[config.mk]
export PLATFORM = sky130hd
export DESIGN_NAME = utf8_to_code_point_decoder_unit
export DESIGN_NICKNAME = d
export VERILOG_FILES = /design/src/design/utf8d_pkg.sv /design/src/design/utf8d_front.sv /design/src/design/utf8d_back.sv /design/src/design/utf8_to_code_point_decoder_unit.sv
export SDC_FILE = /design/constraint.sdc
export NUM_CORES = 1
export LEC_CHECK = 0
export BUFFER_PORTS_ARGS = -buffer_cell sky130_fd_sc_hd__buf_2
export CORE_MARGIN = 2
export CORE_UTILIZATION = 60
export CTS_CLUSTER_SIZE = 10
export DETAILED_ROUTE_END_ITERATION = 8
export PLACE_DENSITY_LB_ADDON = 0.08
export SYNTH_ARGS = -nofsm -noshare
export SYNTH_HDL_FRONTEND = slang
export SYNTH_SLANG_ARGS = --single-unit
[constraint.sdc]
create_clock -name clk -period 13.75 [get_ports clk]
set_clock_uncertainty 0.1 [all_clocks]
set_input_delay 0.6875 -clock clk [delete_from_list [all_inputs] [get_ports clk]]
set_output_delay 0.6875 -clock clk [all_outputs]
set_load 0.02 [all_outputs]
[src/design/utf8d_pkg.sv]
// Shared types, constants and the lead byte length function of the UTF-8 decoder.
`default_nettype none

package utf8d_pkg;

	// Widths of the stream fields.
	localparam int unsigned BYTE_W      = 8;
	localparam int unsigned CP_W        = 21;
	localparam int unsigned OUT_TDATA_W = 24;
	localparam int unsigned LEN_W       = 3;

	// Default longest sequence and largest number of results per input byte.
	localparam int unsigned DEF_MAX_SEQUENCE = 6;
	localparam int unsigned MAX_RESULTS      = 4;

	// Code point limits.
	localparam logic [CP_W-1:0] REPL_CHAR = 21'h00FFFD;
	localparam logic [CP_W-1:0] MAX_CP    = 21'h10FFFF;
	localparam logic [CP_W-1:0] SURR_LO   = 21'h00D800;
	localparam logic [CP_W-1:0] SURR_HI   = 21'h00DFFF;

	// Byte values that bound the second byte and the lead.
	localparam logic [7:0] CONT_LO   = 8'h80;
	localparam logic [7:0] CONT_HI   = 8'hBF;
	localparam logic [7:0] LEAD_E0   = 8'hE0;
	localparam logic [7:0] LEAD_ED   = 8'hED;
	localparam logic [7:0] LEAD_F0   = 8'hF0;
	localparam logic [7:0] LEAD_F4   = 8'hF4;
	localparam logic [7:0] MIN_AFTER_E0 = 8'hA0;
	localparam logic [7:0] MAX_AFTER_ED = 8'h9F;
	localparam logic [7:0] MIN_AFTER_F0 = 8'h90;
	localparam logic [7:0] MAX_AFTER_F4 = 8'h8F;
	localparam logic [7:0] MIN_LEAD  = 8'hC2;

	// One queued input byte with its classification.
	typedef struct packed {
		logic [BYTE_W-1:0] data;
		logic              eot;
		logic [LEN_W-1:0]  len;
	} item_t;

	// One result item.
	typedef struct packed {
		logic [CP_W-1:0] code_point;
		logic            is_replacement;
		logic            last_of_run;
		logic            text_done;
	} result_t;

	// Sequence length that a lead byte asks for, capped at max_seq.
	function automatic logic [LEN_W-1:0] seq_length(input logic [7:0] b,
		input int unsigned max_seq);
		logic [LEN_W-1:0] n;
		logic [LEN_W-1:0] cap;
		cap = LEN_W'(max_seq);
		if (b < 8'hC0) begin
			n = LEN_W'(1);
		end else if (b < 8'hE0) begin
			n = LEN_W'(2);
		end else if (b < 8'hF0) begin
			n = LEN_W'(3);
		end else if (b < 8'hF8) begin
			n = LEN_W'(4);
		end else if (b < 8'hFC) begin
			n = LEN_W'(5);
		end else begin
			n = LEN_W'(6);
		end
		if (n > cap) begin
			n = cap;
		end
		return n;
	endfunction

endpackage

`default_nettype wire

[src/design/utf8d_front.sv]
// Input side of the UTF-8 decoder: accepts bytes, classifies them and queues them.
`default_nettype none

module utf8d_front import utf8d_pkg::*; #(
	parameter int unsigned MAX_SEQUENCE = DEF_MAX_SEQUENCE
) (
	input  wire logic              clk,
	input  wire logic              arst_n,
	input  wire logic              s_tvalid,
	output logic                   s_tready,
	input  wire logic [BYTE_W-1:0] s_tdata,
	input  wire logic              s_tlast,
	output logic                   q_valid,
	output item_t                  q_item,
	input  wire logic              q_pop
);

	localparam int unsigned DEPTH = 2;

	item_t      fifo_q [DEPTH];
	logic       wr_ptr_q;
	logic       rd_ptr_q;
	logic [1:0] cnt_q;
	logic       push;
	logic       pop;
	item_t      new_item;

	// Classify the incoming byte as if it were a lead.
	always_comb begin
		new_item.data = s_tdata;
		new_item.eot  = s_tlast;
		new_item.len  = seq_length(s_tdata, MAX_SEQUENCE);
	end

	assign s_tready = (cnt_q != 2'(DEPTH));
	assign push     = s_tvalid && s_tready;
	assign q_valid  = (cnt_q != 2'd0);
	assign pop      = q_pop && q_valid;
	assign q_item   = fifo_q[rd_ptr_q];

	// Queue storage.
	always_ff @(posedge clk) begin
		if (push) begin
			fifo_q[wr_ptr_q] <= new_item;
		end
	end

	// Queue pointers and fill level.
	always_ff @(posedge clk or negedge arst_n) begin
		if (!arst_n) begin
			wr_ptr_q <= 1'b0;
			rd_ptr_q <= 1'b0;
			cnt_q    <= 2'd0;
		end else begin
			if (push) begin
				wr_ptr_q <= ~wr_ptr_q;
			end
			if (pop) begin
				rd_ptr_q <= ~rd_ptr_q;
			end
			if (push && !pop) begin
				cnt_q <= cnt_q + 2'd1;
			end else if (pop && !push) begin
				cnt_q <= cnt_q - 2'd1;
			end
		end
	end

endmodule

`default_nettype wire

[src/design/utf8d_back.sv]
// Back side of the UTF-8 decoder: holds bytes, judges sequences and drives results.
`default_nettype none

module utf8d_back import utf8d_pkg::*; #(
	parameter int unsigned MAX_SEQUENCE = DEF_MAX_SEQUENCE
) (
	input  wire logic  clk,
	input  wire logic  arst_n,
	input  wire logic  q_valid,
	input  wire item_t q_item,
	output logic       q_pop,
	output logic       out_valid,
	input  wire logic  out_ready,
	output result_t    out_res
);

	localparam int unsigned CNT_W  = $clog2(MAX_SEQUENCE + 1);
	localparam int unsigned HELD_W = MAX_SEQUENCE * BYTE_W;
	localparam int unsigned EMIT_W = $clog2(MAX_RESULTS + 1);

	typedef enum logic [1:0] {
		ST_LOAD = 2'b01,
		ST_RUN  = 2'b10
	} state_t;

	state_t             state_q;
	logic [HELD_W-1:0]  held_q;
	logic [CNT_W-1:0]   cnt_q;
	logic [CNT_W-1:0]   need_q;
	logic               eot_q;
	logic [EMIT_W-1:0]  emit_cnt_q;
	logic               out_valid_q;
	result_t            out_q;

	logic [7:0]              lead;
	logic [7:0]              b1;
	logic [7:0]              b2;
	logic [7:0]              b3;
	logic [MAX_SEQUENCE-1:0] bad;
	logic [CNT_W-1:0]        k_bad;
	logic                    any_bad;
	logic [CP_W-1:0]         dec;
	logic                    range_bad;
	logic [CNT_W-1:0]        k;
	logic                    rep;
	logic [CP_W-1:0]         cp;
	logic [CNT_W-1:0]        cnt_n;
	logic [HELD_W-1:0]       held_sh;
	logic [CNT_W-1:0]        need_n;
	logic                    more;
	logic                    step_en;
	logic                    emit_en;
	logic                    last;
	logic [HELD_W-1:0]       held_ld;
	logic [CNT_W-1:0]        cnt_ld;
	logic [CNT_W-1:0]        need_ld;
	logic                    work_ld;

	assign lead = held_q[7:0];
	assign b1   = held_q[15:8];
	assign b2   = held_q[23:16];
	assign b3   = held_q[31:24];

	// Check each trailing position on its own.
	always_comb begin
		logic [7:0] a;
		bad = '0;
		for (int i = 1; i < MAX_SEQUENCE; i++) begin
			a = held_q[i*BYTE_W +: BYTE_W];
			if (i >= 2) begin
				bad[i] = (a < CONT_LO) || (a > CONT_HI);
			end else if (a > CONT_HI) begin
				bad[i] = 1'b1;
			end else begin
				unique case (lead)
					LEAD_E0: bad[i] = (a < MIN_AFTER_E0);
					LEAD_ED: bad[i] = (a > MAX_AFTER_ED);
					LEAD_F0: bad[i] = (a < MIN_AFTER_F0);
					LEAD_F4: bad[i] = (a > MAX_AFTER_F4);
					default: bad[i] = (a < CONT_LO);
				endcase
			end
		end
	end

	// The highest failing position inside the sequence wins.
	always_comb begin
		k_bad   = '0;
		any_bad = 1'b0;
		for (int i = 1; i < MAX_SEQUENCE; i++) begin
			if ((CNT_W'(i) < need_q) && bad[i]) begin
				k_bad   = CNT_W'(i);
				any_bad = 1'b1;
			end
		end
	end

	// Assemble the code point from the payload bits of each byte.
	always_comb begin
		unique case (need_q)
			CNT_W'(1): dec = {13'd0, lead};
			CNT_W'(2): dec = {10'd0, lead[4:0], b1[5:0]};
			CNT_W'(3): dec = {5'd0, lead[3:0], b1[5:0], b2[5:0]};
			CNT_W'(4): dec = {lead[2:0], b1[5:0], b2[5:0], b3[5:0]};
			default:   dec = '0;
		endcase
		range_bad = (dec > MAX_CP) || ((dec >= SURR_LO) && (dec <= SURR_HI));
	end

	// Judge the held sequence: bytes consumed and the value to report.
	always_comb begin
		k   = need_q;
		rep = 1'b1;
		cp  = REPL_CHAR;
		priority if (cnt_q < need_q) begin
			// Cut off by the end of the text.
			k = cnt_q;
		end else if (need_q > CNT_W'(4)) begin
			k = need_q;
		end else if (any_bad) begin
			k = k_bad;
		end else if ((lead >= CONT_LO) && (lead < MIN_LEAD)) begin
			k = CNT_W'(1);
		end else if (lead > LEAD_F4) begin
			k = need_q;
		end else begin
			k   = need_q;
			rep = range_bad;
			cp  = range_bad ? REPL_CHAR : dec;
		end
	end

	// Drop consumed bytes and look at what stays.
	always_comb begin
		cnt_n   = cnt_q - k;
		held_sh = held_q >> {k, 3'b000};
		need_n  = (cnt_n == '0) ? '0 : CNT_W'(seq_length(held_sh[7:0], MAX_SEQUENCE));
		more    = (cnt_n != '0) && (eot_q || (cnt_n >= need_n));
	end

	assign step_en = (state_q == ST_RUN) && (!out_valid_q || out_ready);
	assign emit_en = step_en && (emit_cnt_q < EMIT_W'(MAX_RESULTS));
	assign last    = !more || (emit_cnt_q == EMIT_W'(MAX_RESULTS - 1));
	assign q_pop   = (state_q == ST_LOAD) && q_valid;

	// Append a byte from the queue.
	always_comb begin
		held_ld = held_q;
		for (int j = 0; j < MAX_SEQUENCE; j++) begin
			if (CNT_W'(j) == cnt_q) begin
				held_ld[j*BYTE_W +: BYTE_W] = q_item.data;
			end
		end
		cnt_ld  = (cnt_q < CNT_W'(MAX_SEQUENCE)) ? cnt_q + CNT_W'(1) : cnt_q;
		need_ld = (need_q == '0) ? CNT_W'(q_item.len) : need_q;
		work_ld = (cnt_ld >= need_ld) || q_item.eot;
	end

	// Held bytes and result payload.
	always_ff @(posedge clk) begin
		if (q_pop) begin
			held_q <= held_ld;
		end else if (step_en) begin
			held_q <= held_sh;
		end
		if (emit_en) begin
			out_q.code_point     <= cp;
			out_q.is_replacement <= rep;
			out_q.last_of_run    <= last;
			out_q.text_done      <= last && eot_q;
		end
	end

	// Sequencer and output valid.
	always_ff @(posedge clk or negedge arst_n) begin
		if (!arst_n) begin
			state_q     <= ST_LOAD;
			cnt_q       <= '0;
			need_q      <= '0;
			eot_q       <= 1'b0;
			emit_cnt_q  <= '0;
			out_valid_q <= 1'b0;
		end else begin
			if (emit_en) begin
				out_valid_q <= 1'b1;
			end else if (out_ready) begin
				out_valid_q <= 1'b0;
			end
			unique case (state_q)
				ST_LOAD: begin
					if (q_pop) begin
						cnt_q      <= cnt_ld;
						need_q     <= need_ld;
						eot_q      <= q_item.eot;
						emit_cnt_q <= '0;
						if (work_ld) begin
							state_q <= ST_RUN;
						end
					end
				end
				ST_RUN: begin
					if (step_en) begin
						cnt_q  <= cnt_n;
						need_q <= need_n;
						if (emit_en) begin
							emit_cnt_q <= emit_cnt_q + EMIT_W'(1);
						end
						if (!more) begin
							state_q <= ST_LOAD;
						end
					end
				end
				default: begin
					state_q <= ST_LOAD;
				end
			endcase
		end
	end

	assign out_valid = out_valid_q;
	assign out_res   = out_q;

endmodule

`default_nettype wire

[src/design/utf8_to_code_point_decoder_unit.sv]
// Top level of the UTF-8 to code point decoder.
//
// Input stream: one text byte per transaction on s_tdata, s_tlast high on
// the final byte of the text. Output stream: one code point per transaction
// on m_tdata, m_tlast high on the last result caused by an input byte,
// m_tuser flags replacement results and the end of the text.
// Malformed input gives U+FFFD; the failing byte and those after it are
// decoded again. A byte that completes a sequence passes from the input
// queue into the held byte register, where the sequence is judged and its
// first result is written to the result register. The sequencer takes
// a byte in while loading and then steps through the results it causes;
// the two entry input queue lets input run ahead while results are written
// out.
// Reset empties the queue and the held bytes and drops any pending result.
// When m_tready is low the result register holds; the sequencer stops and
// the queue fills, after which s_tready falls.
`default_nettype none

module utf8_to_code_point_decoder_unit import utf8d_pkg::*; #(
	parameter int unsigned MAX_SEQUENCE = DEF_MAX_SEQUENCE
) (
	input  wire logic                   clk,
	input  wire logic                   arst_n,
	input  wire logic                   s_tvalid,
	output logic                        s_tready,
	input  wire logic [BYTE_W-1:0]      s_tdata,  // [7:0] data_byte
	input  wire logic                   s_tlast,  // end_of_text
	output logic                        m_tvalid,
	input  wire logic                   m_tready,
	output logic [OUT_TDATA_W-1:0]      m_tdata,  // [20:0] code_point, [23:21] zero
	output logic [1:0]                  m_tuser,  // [0] is_replacement, [1] text_done
	output logic                        m_tlast   // last_of_run
);

	logic    q_valid;
	item_t   q_item;
	logic    q_pop;
	result_t res;

	// Accept and classify bytes.
	utf8d_front #(
		.MAX_SEQUENCE(MAX_SEQUENCE)
	) u_front (
		.clk     (clk),
		.arst_n  (arst_n),
		.s_tvalid(s_tvalid),
		.s_tready(s_tready),
		.s_tdata (s_tdata),
		.s_tlast (s_tlast),
		.q_valid (q_valid),
		.q_item  (q_item),
		.q_pop   (q_pop)
	);

	// Decode held sequences into results.
	utf8d_back #(
		.MAX_SEQUENCE(MAX_SEQUENCE)
	) u_back (
		.clk      (clk),
		.arst_n   (arst_n),
		.q_valid  (q_valid),
		.q_item   (q_item),
		.q_pop    (q_pop),
		.out_valid(m_tvalid),
		.out_ready(m_tready),
		.out_res  (res)
	);

	assign m_tdata = {(OUT_TDATA_W - CP_W)'(0), res.code_point};
	assign m_tuser = {res.text_done, res.is_replacement};
	assign m_tlast = res.last_of_run;

	// The end of the text always closes the run of its byte.
	assert property (@(posedge clk) disable iff (!arst_n)
		m_tvalid && m_tuser[1] |-> m_tlast)
		else $error("text_done without last_of_run");

	// A replacement result always carries U+FFFD.
	assert property (@(posedge clk) disable iff (!arst_n)
		m_tvalid && m_tuser[0] |-> m_tdata[CP_W-1:0] == REPL_CHAR)
		else $error("replacement result with wrong code point");

	// A decoded value is a Unicode scalar value.
	assert property (@(posedge clk) disable iff (!arst_n)
		m_tvalid && !m_tuser[0] |->
			(m_tdata[CP_W-1:0] <= MAX_CP) &&
			((m_tdata[CP_W-1:0] < SURR_LO) || (m_tdata[CP_W-1:0] > SURR_HI)))
		else $error("decoded code point out of range");

	// The queue never pops while it is empty.
	assert property (@(posedge clk) disable iff (!arst_n)
		q_pop |-> q_valid)
		else $error("pop from empty input queue");

endmodule

`default_nettype wire

== Yosys cells after proc, flatten, opt, wreduce, memory -nomap -nowiden ==
Memory sizes are Yosys's and may differ from the RTL's.
Index checks and enable logic that the tools add are counted.

* Register bits: 89
* Bits in latches: 0
* Bits in writable memories: 24
* ROM bits: 0
* Input bits: 13
* Word-level logic and storage cells: 210
* Memories kept: 1

{| class="wikitable"
|+ Memory list
! name !! words !! width !! read ports !! clocked after memory_dff !! wr ports !! RTL line !! RTL
|-
| u_front.fifo_q || 2 || 12 || 1 || 0 || 1 || utf8d_front.sv:20 || <nowiki>item_t fifo_q [DEPTH];</nowiki>
|}

* Add/sub/neg operators: 5
* $mul: 0
* Divide/modulo/power cells: 0
* Magnitude comparators: 43
* Eq/ne operators: 28
* Shift operators: 1
* Multiplexer cells: 61
* Bitwise gates (word level): 2
* Reduce and logical (&&, ||, !) cells: 50

{| class="wikitable"
|+ Operator list
! operator !! count
|-
| < comparator 8 bit (second input constant) || 18
|-
| 2-to-1 mux 48 bit || 2
|-
| one-hot mux 21 bit (4 select lines) || 1
|-
| 2-to-1 mux 3 bit || 26
|-
| > comparator 8 bit (second input constant) || 8
|-
| 2-to-1 mux 8 bit || 6
|-
| right shift 48 x 6 -> 48 bit || 1
|-
| equality test 8 bit (second input constant) || 4
|-
| greater-or-equal comparator 21 x 16 -> 1 bit (second input constant) || 1
|-
| > comparator 21 bit (second input constant) || 1
|-
| less-or-equal comparator 21 x 16 -> 1 bit (second input constant) || 1
|-
| 2-to-1 mux 2 bit || 10
|-
| inequality test 2 x 1 -> 1 bit (second input constant) || 9
|-
| one-hot mux 3 bit (2 select lines) || 3
|-
| logical AND 1 bit || 16
|-
| AND reduction 2 bit || 7
|-
| 2-to-1 mux 1 bit || 11
|-
| nonzero test 2 bit || 5
|-
| equality test 3 x 2 -> 1 bit (second input constant) || 3
|-
| > comparator 3 bit (second input constant) || 3
|-
| zero test 3 bit || 3
|-
| logical OR 1 bit || 9
|-
| greater-or-equal comparator 8 bit (second input constant) || 1
|-
| AND reduction 4 bit || 2
|-
| 26 further kinds || 39
|}

== Logic depth before layout (Yosys ltp) ==
Gate-level depths: netlist (run 1).

* Word-level depth: 28
* Depth in mapped cells: 25
* Depth with buffers taken out: 21

== By module ==
From an unflattened synthesis (run 1), not the netlist that was laid out.

* Cell total of the unflattened synthesis: 640
* Area, all modules: 6760.2 sq um

{| class="wikitable"
|+ Modules (own cells, without submodules)
! module !! instances !! cells an instance !! area an instance (sq um) !! seq. area each (sq um)
|-
| utf8d_back || 1 || 573 || 5619.1 || 2488.6
|-
| utf8d_front || 1 || 63 || 1114.8 || 820.8
|-
| utf8_to_code_point_decoder_unit || 1 || 4 || 26.3 || 0.0
|}

== Worst setup path after synthesis (run 1) ==
OpenSTA, ideal clock, no wires.

* Path type: reg2reg
* From: register u_back.need_q[2]
* To: register u_back.state_q[1]
* Setup time: 0.125 ns
* Arrival time: 5.150 ns
* Data required time: 13.525 ns
* Path slack: 8.375 ns
* Stages on the path, launching flop included: 24
* Path buffers: 4
* Clock period less this slack: 5.375 ns
* Cell sequence: dfrtp_1 -> clkbuf_1 -> inv_1 -> ha_1 -> nand2_1 -> o21ai_0 -> buf_2 -> mux2i_1 -> nor2_1 -> a21o_4 -> inv_6 -> buf_4 -> clkbuf_1 -> ha_1 -> inv_1 -> fa_1 -> xor2_1 -> nor2_1 -> or4_4 -> ha_1 -> nor2b_1 -> o32ai_1 -> o211ai_1 -> mux2_2

* Cells in the longest elaborated chain, start to end: 25
* Elaborated cells between the ends (all ways): 53
* Classes of those cells: add/sub (1); order compare (15); eq/ne (2); shift (1); mux (22); reduce/logical (12)

{| class="wikitable"
|+ RTL lines
! what !! RTL line !! RTL
|-
| start: declaration || utf8d_back.sv:29 || <nowiki>logic [CNT_W-1:0] need_q;</nowiki>
|-
| start signal: assignment || utf8d_back.sv:193 || <nowiki>need_q <= need_ld;</nowiki>
|-
| start signal: assignment || utf8d_back.sv:204 || <nowiki>need_q <= need_n;</nowiki>
|-
| < comparator 1 x 3 -> 1 bit || utf8d_back.sv:91 || <nowiki>if ((CNT_W'(i) < need_q) && bad[i]) begin</nowiki>
|-
| logical AND 1 bit || utf8d_back.sv:91 ||
|-
| 2-to-1 mux 1 bit || utf8d_back.sv:91 ||
|-
| 2-to-1 mux 2 bit or 2-to-1 mux 1 bit (tied branches) (2 in a row) || utf8d_back.sv:91 ||
|-
| 2-to-1 mux 3 bit or 2-to-1 mux 1 bit (tied branches) (2 in a row) || utf8d_back.sv:91 ||
|-
| 2-to-1 mux 3 bit || utf8d_back.sv:120 || <nowiki>end else if (any_bad) begin</nowiki>
|-
| 2-to-1 mux 3 bit || utf8d_back.sv:118 || <nowiki>end else if (need_q > CNT_W'(4)) begin</nowiki>
|-
| 2-to-1 mux 3 bit || utf8d_back.sv:115 || <nowiki>priority if (cnt_q < need_q) begin</nowiki>
|-
| [... 7 more ...] || -- ||
|-
| > comparator 3 bit || utf8d_pkg.sv:69 || <nowiki>if (n > cap) begin</nowiki>
|-
| 2-to-1 mux 3 bit || utf8d_pkg.sv:69 ||
|-
| 2-to-1 mux 3 bit || utf8d_back.sv:137 || <nowiki>need_n = (cnt_n == '0) ? '0 : CNT_W'(seq_length(held_sh[7:0], MAX_SEQUENCE));</nowiki>
|-
| greater-or-equal comparator 3 bit || utf8d_back.sv:138 || <nowiki>more = (cnt_n != '0) && (eot_q || (cnt_n >= need_n));</nowiki>
|-
| logical OR 1 bit || utf8d_back.sv:138 ||
|-
| logical AND 1 bit || utf8d_back.sv:138 ||
|-
| inequality test 2 bit (no source line) || -- ||
|-
| AND reduction 4 bit (no source line) (*) || -- ||
|-
| end signal: assignment || utf8d_back.sv:177 || <nowiki>state_q <= ST_LOAD;</nowiki>
|-
| end signal: assignment || utf8d_back.sv:197 || <nowiki>state_q <= ST_RUN;</nowiki>
|-
| end signal: assignment || utf8d_back.sv:209 || <nowiki>state_q <= ST_LOAD;</nowiki>
|-
| end: declaration || utf8d_back.sv:26 || <nowiki>state_t state_q;</nowiki>
|}

Mark *: on every way between the ends. The rest lies on a longest branch, timed or not.
A chain may end at the register's enable or synchronous reset.

== Final worst setup path (run 1) ==
Ends and elaborated chain as after synthesis.

==> flow_summary.json, run 1 <==
{
  "synth_area_um2": 6720,
  "slowest_delay_ns": 0.94,
  "drt_iter0_markers": 594,
  "start_kind": "flip-flop",
  "n_fill_cell": 815,
  "crit_fanout": 15,
  "relSlewSlack": 0.137,
  "core_um2": 10900,
  "worstSetupPathType": "reg -> reg",
  "hold_class": "in -> reg",
  "clock_sinks": 113,
  "cts_tree": "done",
  "synth_edf_count": 96,
  "synth_flop_cell": "edfxtp_1",
  "dieArea_um2": 12100,
  "antenna_found_initial": 0,
  "track_usage": 0.311,
  "h-tree-depth": 4,
  "cts_resized": 0,
  "period_needed_ns": 6.39,
  "critPathCaptureType": "flip-flop",
  "wirelength_mm": 17.5,
  "dp_hpwl_mm": 12.3,
  "vias": 5429,
  "clk_pin_slew_worst_paths_ns": 0.06,
  "synthArstFlopShare": 0.150,
  "worst_pin_slew_ns": 1.29,
  "portBuffers": 38,
  "grt_max_degree": 33,
  "numCtsBuffers": 17,
  "crit_family": "compound AO/OA/AOI/OAI gates",
  "gp_congestion": 1.01,
  "vias_per_cell": 6.56,
  "io_pins": 42,
  "drtAntennaViolNets": 0,
  "overflow": 0,
  "grt_pass1_wl_mm": 27.4,
  "whs_ns": 0.245,
  "fmax_ghz": 0.157,
  "ys_seq_area_frac": 0.493,
  "crit_path_cell_trace": "inv_1 -> ha_1 -> nand2_1 -> o21ai_0 -> nand2_1 -> o22ai_1 -> nor2_1 -> a221oi_2 -> nor3_1 -> a311o_1 -> nor2b_1 -> ha_1 -> nand2b_1 -> a21oi_1 -> nor2b_1 -> o32ai_1 -> o211ai_1 -> mux2_2",
  "period_share": 0.464,
  "cap_violations": 0,
  "final_net_count": 708,
  "hold_violations": 0,
  "area_growth_pct": 12.9,
  "cp.required_ns": 14.07,
  "fin_setup_tns_ns": 0,
  "worst_path_max_delay_cell": "o22ai_1",
  "wl_per_cell_um": 21.1,
  "ys_ff_latch": 113,
  "slew_violations": 0,
  "setup_viol_count_final": 0,
  "fp.dieH_um": 110,
  "drc_errors": 0,
  "antenna_cells": 0,
  "clk_latency_ns": 0.53,
  "clockRootBuffer": "clkbuf_8",
  "synth_cells": 647,
  "ys_warn_count": 0,
  "cts_max_path_buffers": 2,
  "ys_types": 75,
  "status": "complete, no violations",
  "crit_arrival_ns": 6.70,
  "rows": 38,
  "grt_pass1_vias": 5112,
  "drtPass1Iterations": 5,
  "start_util": 0.617,
  "avgSynthCellArea_um2": 10.4,
  "drive_above_1_share": 0.166,
  "cp_num_buf_inv": 1,
  "rsz0062_at_grt": "false",
  "die_w_um": 110
}
-- registers in the layout (all words and copies together) (netlist names) --
name               flops
u_back.out_valid       1
u_back.held_q         48
u_front.wr_ptr_q       1
u_front.fifo_q        24
u_back.cnt_q           3
u_back.state_q         2
u_back.eot_q           1
u_back.emit_cnt_q      3
u_back.out_res        24
u_front.rd_ptr_q       1
u_back.need_q          3
u_front.cnt_q          2
-- layer usage --
| layer | global-route usage | vias to the layer above | wire length, µm |
|---|---|---|---|
| met5 | 0 | - | 0 |
| met4 | 0.135 | 0 | 416 |
| met3 | 0.0723 | 33 | 1790 |
| met2 | 0.468 | 315 | 8050 |
| met1 | 0.432 | 2616 | 7200 |
| li1 | - | 2465 | - |
-- placed cells by master (no fill, tap or decap), drive strengths merged, types with 4 or more instances in the layout --
cell type  synthesis  routed
a211o              8       8
a211oi             5       5
a21o               8       8
a21oi             49      49
a221o              8       8
a221oi             4       4
a22o               6       6
a22oi              5       5
and2               7       7
buf               13      41
bufinv             0       5
clkbuf            22      18
clkinv             1      10
dfrtp             16      16
edfxtp            96      96
ha                19      19
inv               25      25
mux2              25      25
mux2i             26      26
nand2             83      83
nand2b            12      12
nand3              5       5
nor2              49      49
nor2b              8       8
nor3              10      10
o211ai             6       6
o21ai             69      69
o22ai              4       4
o32ai              5       5
xnor2              4       4
-- synthesized netlist by cell type, drive strengths merged (10+ instances only) --
| cell type | count | area [µm²] |
|---|---|---|
| edfxtp | 96 | 2880 |
| nand2 | 83 | 312 |
| o21ai | 69 | 345 |
| a21oi | 49 | 245 |
| nor2 | 49 | 184 |
| mux2i | 26 | 260 |
| inv | 25 | 98.8 |
| mux2 | 25 | 289 |
| clkbuf | 22 | 82.6 |
| ha | 19 | 238 |
| dfrtp | 16 | 400 |
| buf | 13 | 83.8 |
| nand2b | 12 | 75.1 |
| nor3 | 10 | 55.1 |
-- logic make-up (layout without fill, tap and decap cells) --
logic type                 after synthesis  after routing  synth area share
AOI/OAI and AO/OA                      201            201             0.204
xor gates and xnor gates                 7              7           0.00913
adders and majority gates               20             20            0.0384
buffers and inverters                   61            100            0.0401
DFF                                    113            113             0.493
muxes                                   51             51            0.0818
other                                    1              3          0.000558
and+or+nand+nor                        193            193             0.133
-- timing repair --
| item | in CTS | in global routing |
|---|---|---|
| buffers inserted | 0 | 0 |
| hold buffers | 1 | 0 |
| hold endpoints to repair | 16 | 0 |
-- per-stage QoR --
| step | util | instance area (µm²) | worst slack [ns] | instances |
|---|---|---|---|---|
| global route | 0.697 | 7580 | 6.99 | 828 |
| CTS | 0.697 | 7580 | 7.56 | 828 |
| global placement | 0.639 | 6960 | 7.91 | 795 |
| finish | 0.697 | 7580 | 7.36 | 828 |
| detailed placement | 0.639 | 6960 | 7.59 | 795 |
| floorplan | - | 6720 | 8.38 | 649 |
-- cell type report --
class                           count  area [µm²]  share of cell area
Clock inverter                     14         194              0.0256
Timing Repair Buffer               42         223              0.0294
Sequential cell                   113        3310               0.436
Tap cell                          140         175              0.0231
Inverter                           26         103              0.0135
Clock buffer                       18         418              0.0551
Multi-Input combinational cell    475        3160               0.417
-- path summary, 6_finish.rpt --
path                                       start                    to  slack [ns]  cells past startpoint
worst max-delay path            u_back.need_q[2]     u_back.state_q[1]        7.36                     18
worst min-delay path                  s_tdata[0]  u_front.fifo_q[0][4]        0.24                      1
worst max register to register  u_back.need_q[2]     u_back.state_q[1]        7.36                     18
worst min register to register  u_front.cnt_q[1]      u_front.cnt_q[1]        0.40                      1
max in group asynchronous                 arst_n     u_back.state_q[0]       12.70                      2
min in group asynchronous                 arst_n       u_back.cnt_q[1]        0.52                      2
Power of run 1 is not shown: default switching activity piles up to over one toggle a cycle in this logic, so the estimate is an artifact.
==> run 2, diff against run 1 <==
--- a/config.mk
+++ b/config.mk
@@ -7,7 +7,7 @@
 export LEC_CHECK = 0
 export BUFFER_PORTS_ARGS = -buffer_cell sky130_fd_sc_hd__buf_2
 export CORE_MARGIN = 2
-export CORE_UTILIZATION = 60
+export CORE_UTILIZATION = 56
 export CTS_CLUSTER_SIZE = 10
 export DETAILED_ROUTE_END_ITERATION = 8
 export PLACE_DENSITY_LB_ADDON = 0.08
==> constraint.sdc (replaced) <==
create_clock -name clk -period 5.79 [get_ports clk]
set_clock_uncertainty 0.1 [all_clocks]
set_input_delay 0.2895 -clock clk [delete_from_list [all_inputs] [get_ports clk]]
set_output_delay 0.2895 -clock clk [all_outputs]
set_load 0.02 [all_outputs]
==> flow_summary.json, run 2 (synthesis gave the netlist of run 1 again) <==
{
  "status": "complete, no violations",
  "setup_viol_count_final": 0,
  "die_w_um": 114,
  "crit_path_end": "u_back.state_q[1]",
  "worst_path_max_delay_cell": "dfrtp_1",
  "cts_max_path_buffers": 2,
  "rsz0062_at_grt": "false",
  "stdcell_count": 849,
  "vias": 5472,
  "cts_tree": "done",
  "numCtsBuffers": 17,
  "crit_path_cell_trace": "ha_1 -> a21oi_1 -> o21ai_0 -> buf_4 -> o221a_2 -> nor2_1 -> a21o_4 -> buf_4 -> mux2i_1 -> o21ai_0 -> or3b_1 -> a311o_1 -> ha_1 -> a21oi_1 -> nor2b_1 -> o32ai_1 -> o211ai_1 -> mux2_2",
  "antenna_found_initial": 0,
  "drt_iter0_markers": 694,
  "cts_resized": 0,
  "grt_use_met3": 0.0696,
  "cp.required_ns": 6.00,
  "overflow": 0,
  "wirelength_mm": 18.0,
  "clk_latency_ns": 0.42,
  "hold_violations": 0,
  "cap_violations": 0,
  "gp_congestion": 0.932,
  "io_pins": 42,
  "portBuffers": 38,
  "fp.dieH_um": 114,
  "drtPass1Iterations": 6,
  "met1_usage": 0.414,
  "vias_per_cell": 6.45,
  "period_needed_ns": 5.28,
  "dp_hpwl_mm": 12.6,
  "antenna_cells": 0,
  "worstSetupPathType": "reg -> reg",
  "regMostFlops": "u_back.held_q",
  "core_um2": 11600,
  "slowest_delay_ns": 0.59,
  "drc_errors": 0,
  "clk_pin_slew_worst_paths_ns": 0.06,
  "final_net_count": 726,
  "area_growth_pct": 15.0,
  "rows": 39,
  "fin_setup_tns_ns": 0,
  "slew_violations": 0,
  "worstReg2RegEnd": "u_back.state_q[1]",
  "clock_sinks": 113,
  "grt_max_degree": 32,
  "final_cell_mix": "96 x edfxtp_1, 83 x nand2_1, 65 x o21ai_0",
  "h-tree-depth": 4,
  "largest_reg_flops": 48,
  "worstSetupStartpoint": "u_back.cnt_q[2]",
  "drtAntennaViolNets": 0,
  "crit_fanout": 31,
  "crit_arrival_ns": 5.49,
  "worst_pin_slew_ns": 1.23,
  "dp_cells": 807,
  "regToRegStartpoint": "u_back.cnt_q[2]",
  "dieArea_um2": 12900,
  "final_common_cell": "edfxtp_1",
  "clockRootBuffer": "clkbuf_16",
  "period_share": 0.912,
  "relSlewSlack": 0.178,
  "critPathCaptureType": "flip-flop",
  "fmax_ghz": 0.189,
  "wl_per_cell_um": 21.2,
  "rr_worst_depth": 18,
  "busiest_layer": "met2",
  "grt_pass1_vias": 5227,
  "start_kind": "flip-flop",
  "track_usage": 0.292,
  "rrSetupSlack_ns": 0.51,
  "drive_above_1_share": 0.181,
  "start_util": 0.581,
  "min-delay-start": "m_tready",
  "grt_pass1_wl_mm": 28.5,
  "hold_class": "in -> reg",
  "met2_usage": 0.436
}
-- run 2: changes by cell type in the layout (fill, tap and decap cells not counted), moves of 2 or more --
cell | previous run | this run
buf_4 | 3 | 12
bufinv_16 | 5 | 2
clkinv_1 | 5 | 1
clkinv_4 | 1 | 6
dlygate4sd3_1 | 1 | 10
clkinvlp_4 | 0 | 2
-- run 2: per-stage QoR --
stage               hold WS [ns]   util  setup WS [ns]  instance area [µm²]
global route               0.106  0.668          0.185                 7720
finish                    0.0876  0.668          0.509                 7720
detailed placement         0.152  0.608          0.602                 7030
CTS                       0.0803  0.668          0.556                 7720
global placement           0.126  0.608          0.712                 7030
floorplan                 -0.106      -          0.415                 6720
-- run 2: worst min-delay path by stage --
stage / to / cells past startpoint
4_1_cts: u_back.out_valid / 3
2_1_floorplan: u_back.cnt_q[0] / 0
3_5_place_dp: u_front.wr_ptr_q / 1
3_3_place_gp: u_front.wr_ptr_q / 1
6_report: u_back.out_valid / 3
5_1_grt: u_back.out_valid / 3
-- run 2: critical path, delay by kind of cell (launching register included) --
family / cells / cell delay, ns
AOI/OAI and AO/OA: 9 / 2.06
buffers and inverters: 2 / 0.51
adders and majority gates: 2 / 0.64
DFF: 1 / 0.59
muxes: 2 / 0.49
and+or+nand+nor: 3 / 0.76
-- run 2: area by class of cell --
| class | instances | area (µm²) |
|---|---|---|
| Fill cell | 919 | 3840 |
| Inverter | 26 | 103 |
| Clock inverter | 15 | 163 |
| Sequential cell | 113 | 3310 |
| Tap cell | 143 | 179 |
| Clock buffer | 17 | 425 |
| Multi-Input combinational cell | 475 | 3160 |
| Timing Repair Buffer | 60 | 380 |
-- run 2: repair_timing --
item                                   4_1_cts  5_1_grt
hold buffers                                10        0
setup buffers                                0        0
endpoints found under the hold margin       34        0
-- run 2: layer usage --
layer  share of wire  up-vias
met5               0        -
met4           0.029        0
met3           0.095       42
met2            0.44      320
met1            0.43     2600
li1                -     2510
Power of run 2 is left out for the same reason.
==> run 3, diff against run 2 <==
--- a/config.mk
+++ b/config.mk
@@ -10,7 +10,7 @@
 export CORE_UTILIZATION = 56
 export CTS_CLUSTER_SIZE = 10
 export DETAILED_ROUTE_END_ITERATION = 8
-export PLACE_DENSITY_LB_ADDON = 0.08
+export PLACE_DENSITY = 0.79
 export SYNTH_ARGS = -nofsm -noshare
 export SYNTH_HDL_FRONTEND = slang
 export SYNTH_SLANG_ARGS = --single-unit
==> flow_summary.json, run 3 (synthesis gave the netlist of run 1 again) <==
{
  "status": "complete, no violations",
  "drtAntennaViolNets": 0,
  "h-tree-depth": 4,
  "relSlewSlack": 0.247,
  "worst_path_max_delay_cell": "mux2i_1",
  "die_w_um": 114,
  "clk_latency_ns": 0.42,
  "rows": 39,
  "worstSetupStartpoint": "u_back.need_q[2]",
  "grt_pass1_vias": 5282,
  "gp_congestion": 0.978,
  "area_growth_pct": 13.6,
  "portBuffers": 38,
  "crit_arrival_ns": 5.59,
  "final_cell_mix": "96 x edfxtp_1, 83 x nand2_1, 65 x o21ai_0",
  "clockRootBuffer": "clkbuf_16",
  "hold_violations": 0,
  "dp_cells": 805,
  "fp.dieH_um": 114,
  "wl_per_cell_um": 20.0,
  "fmax_ghz": 0.186,
  "holdBufCountCts": 10,
  "multi_input_area_um2": 3160,
  "stdcell_count": 845,
  "fin_setup_tns_ns": 0,
  "cts_max_path_buffers": 2,
  "grt_use_met3": 0.0776,
  "worstSetupPathType": "reg -> reg",
  "clock_sinks": 113,
  "pre_cts_ws_ns": 0.522,
  "setup_viol_count_final": 0,
  "drive_above_1_share": 0.167,
  "cap_violations": 0,
  "antenna_cells": 0,
  "met2_usage": 0.432,
  "slew_violations": 0,
  "antenna_found_initial": 0,
  "final_common_cell": "edfxtp_1",
  "crit_family": "compound AO/OA/AOI/OAI gates",
  "regMostFlops": "u_back.held_q",
  "numCtsBuffers": 17,
  "regArea_um2": 3310,
  "worst_pin_slew_ns": 1.13,
  "n_fill_cell": 871,
  "drtPass1Iterations": 6,
  "crit_fanout": 31,
  "dieArea_um2": 12900,
  "clk_pin_slew_worst_paths_ns": 0.05,
  "regToRegStartpoint": "u_back.need_q[2]",
  "period_share": 0.930,
  "slowest_delay_ns": 0.39,
  "track_usage": 0.274,
  "wirelength_mm": 16.9,
  "critPathCaptureType": "flip-flop",
  "fin_ws_ns": 0.406,
  "cts_setup_buffers": 0,
  "cp_num_buf_inv": 4,
  "grt_max_degree": 32,
  "start_util": 0.581,
  "overflow": 0,
  "io_pins": 42,
  "met1_usage": 0.352,
  "cp.required_ns": 6.00,
  "final_net_count": 724,
  "core_um2": 11600,
  "start_kind": "flip-flop",
  "min-delay-start": "s_tvalid",
  "crit_path_cell_trace": "buf_4 -> inv_1 -> ha_1 -> a21oi_1 -> o21ai_0 -> buf_4 -> o221a_2 -> nor2_1 -> a21o_4 -> buf_4 -> mux2i_1 -> o32ai_1 -> o211ai_1 -> a311o_1 -> nor2b_1 -> ha_1 -> nand2b_1 -> a21oi_1 -> nor2b_1 -> o32ai_1 -> o211ai_1 -> mux2_2",
  "busiest_layer": "met2",
  "dp_hpwl_mm": 12.0,
  "hold_class": "in -> reg",
  "worst_path_most_repeated_cell": "buf_4",
  "vias_per_cell": 6.41,
  "period_needed_ns": 5.38,
  "rsz0062_at_grt": "false",
  "cts_resized": 0,
  "drc_errors": 0,
  "drt_iter0_markers": 661,
  "largest_reg_flops": 48,
  "cts_tree": "done",
  "grt_pass1_wl_mm": 27.1,
  "vias": 5417
}
-- run 3: per-layer routing --
metal  routed length [µm]  vias up
met2                 8030      298
met3                 1590       46
li1                     -     2500
met5                    0        -
met4                  502        0
met1                 6770     2573
-- run 3: worst min-delay path, delay by kind of cell --
kind / cells / cell delay (ns)
XOR/XNOR: 1 / 0.07
AND/OR/NAND/NOR: 1 / 0.10
buffers and inverters: 1 / 0.10
-- run 3: through the flow --
stage / cell area (µm²) / utilization / hold WS (ns)
after floorplan: 6720 / - / -0.106
after global placement: 7020 / 0.607 / 0.132
after detailed placement: 7020 / 0.607 / 0.149
after CTS: 7630 / 0.660 / 0.0840
after global routing: 7630 / 0.660 / 0.118
final: 7630 / 0.660 / 0.0842
-- run 3: path summary, 6_finish.rpt --
path | end | slack, ns | depth (start not counted)
max in group asynchronous | u_back.state_q[0] | 5.05 | 2
worst min-delay path | u_front.wr_ptr_q | 0.08 | 3
worst max register to register | u_back.state_q[1] | 0.41 | 22
worst max-delay path | u_back.state_q[1] | 0.41 | 22
min in group asynchronous | u_back.eot_q | 0.22 | 2
worst min register to register | u_front.wr_ptr_q | 0.39 | 1
-- run 3: area by class of cell --
class	count	share of cell area
clock buffer	20	0.0572
sequential	113	0.434
inverter	26	0.0134
multi-input combinational	475	0.415
clock inverter	10	0.00935
timing repair buffer	58	0.0479
tap	143	0.0235
Power of run 3 is left out for the same reason.
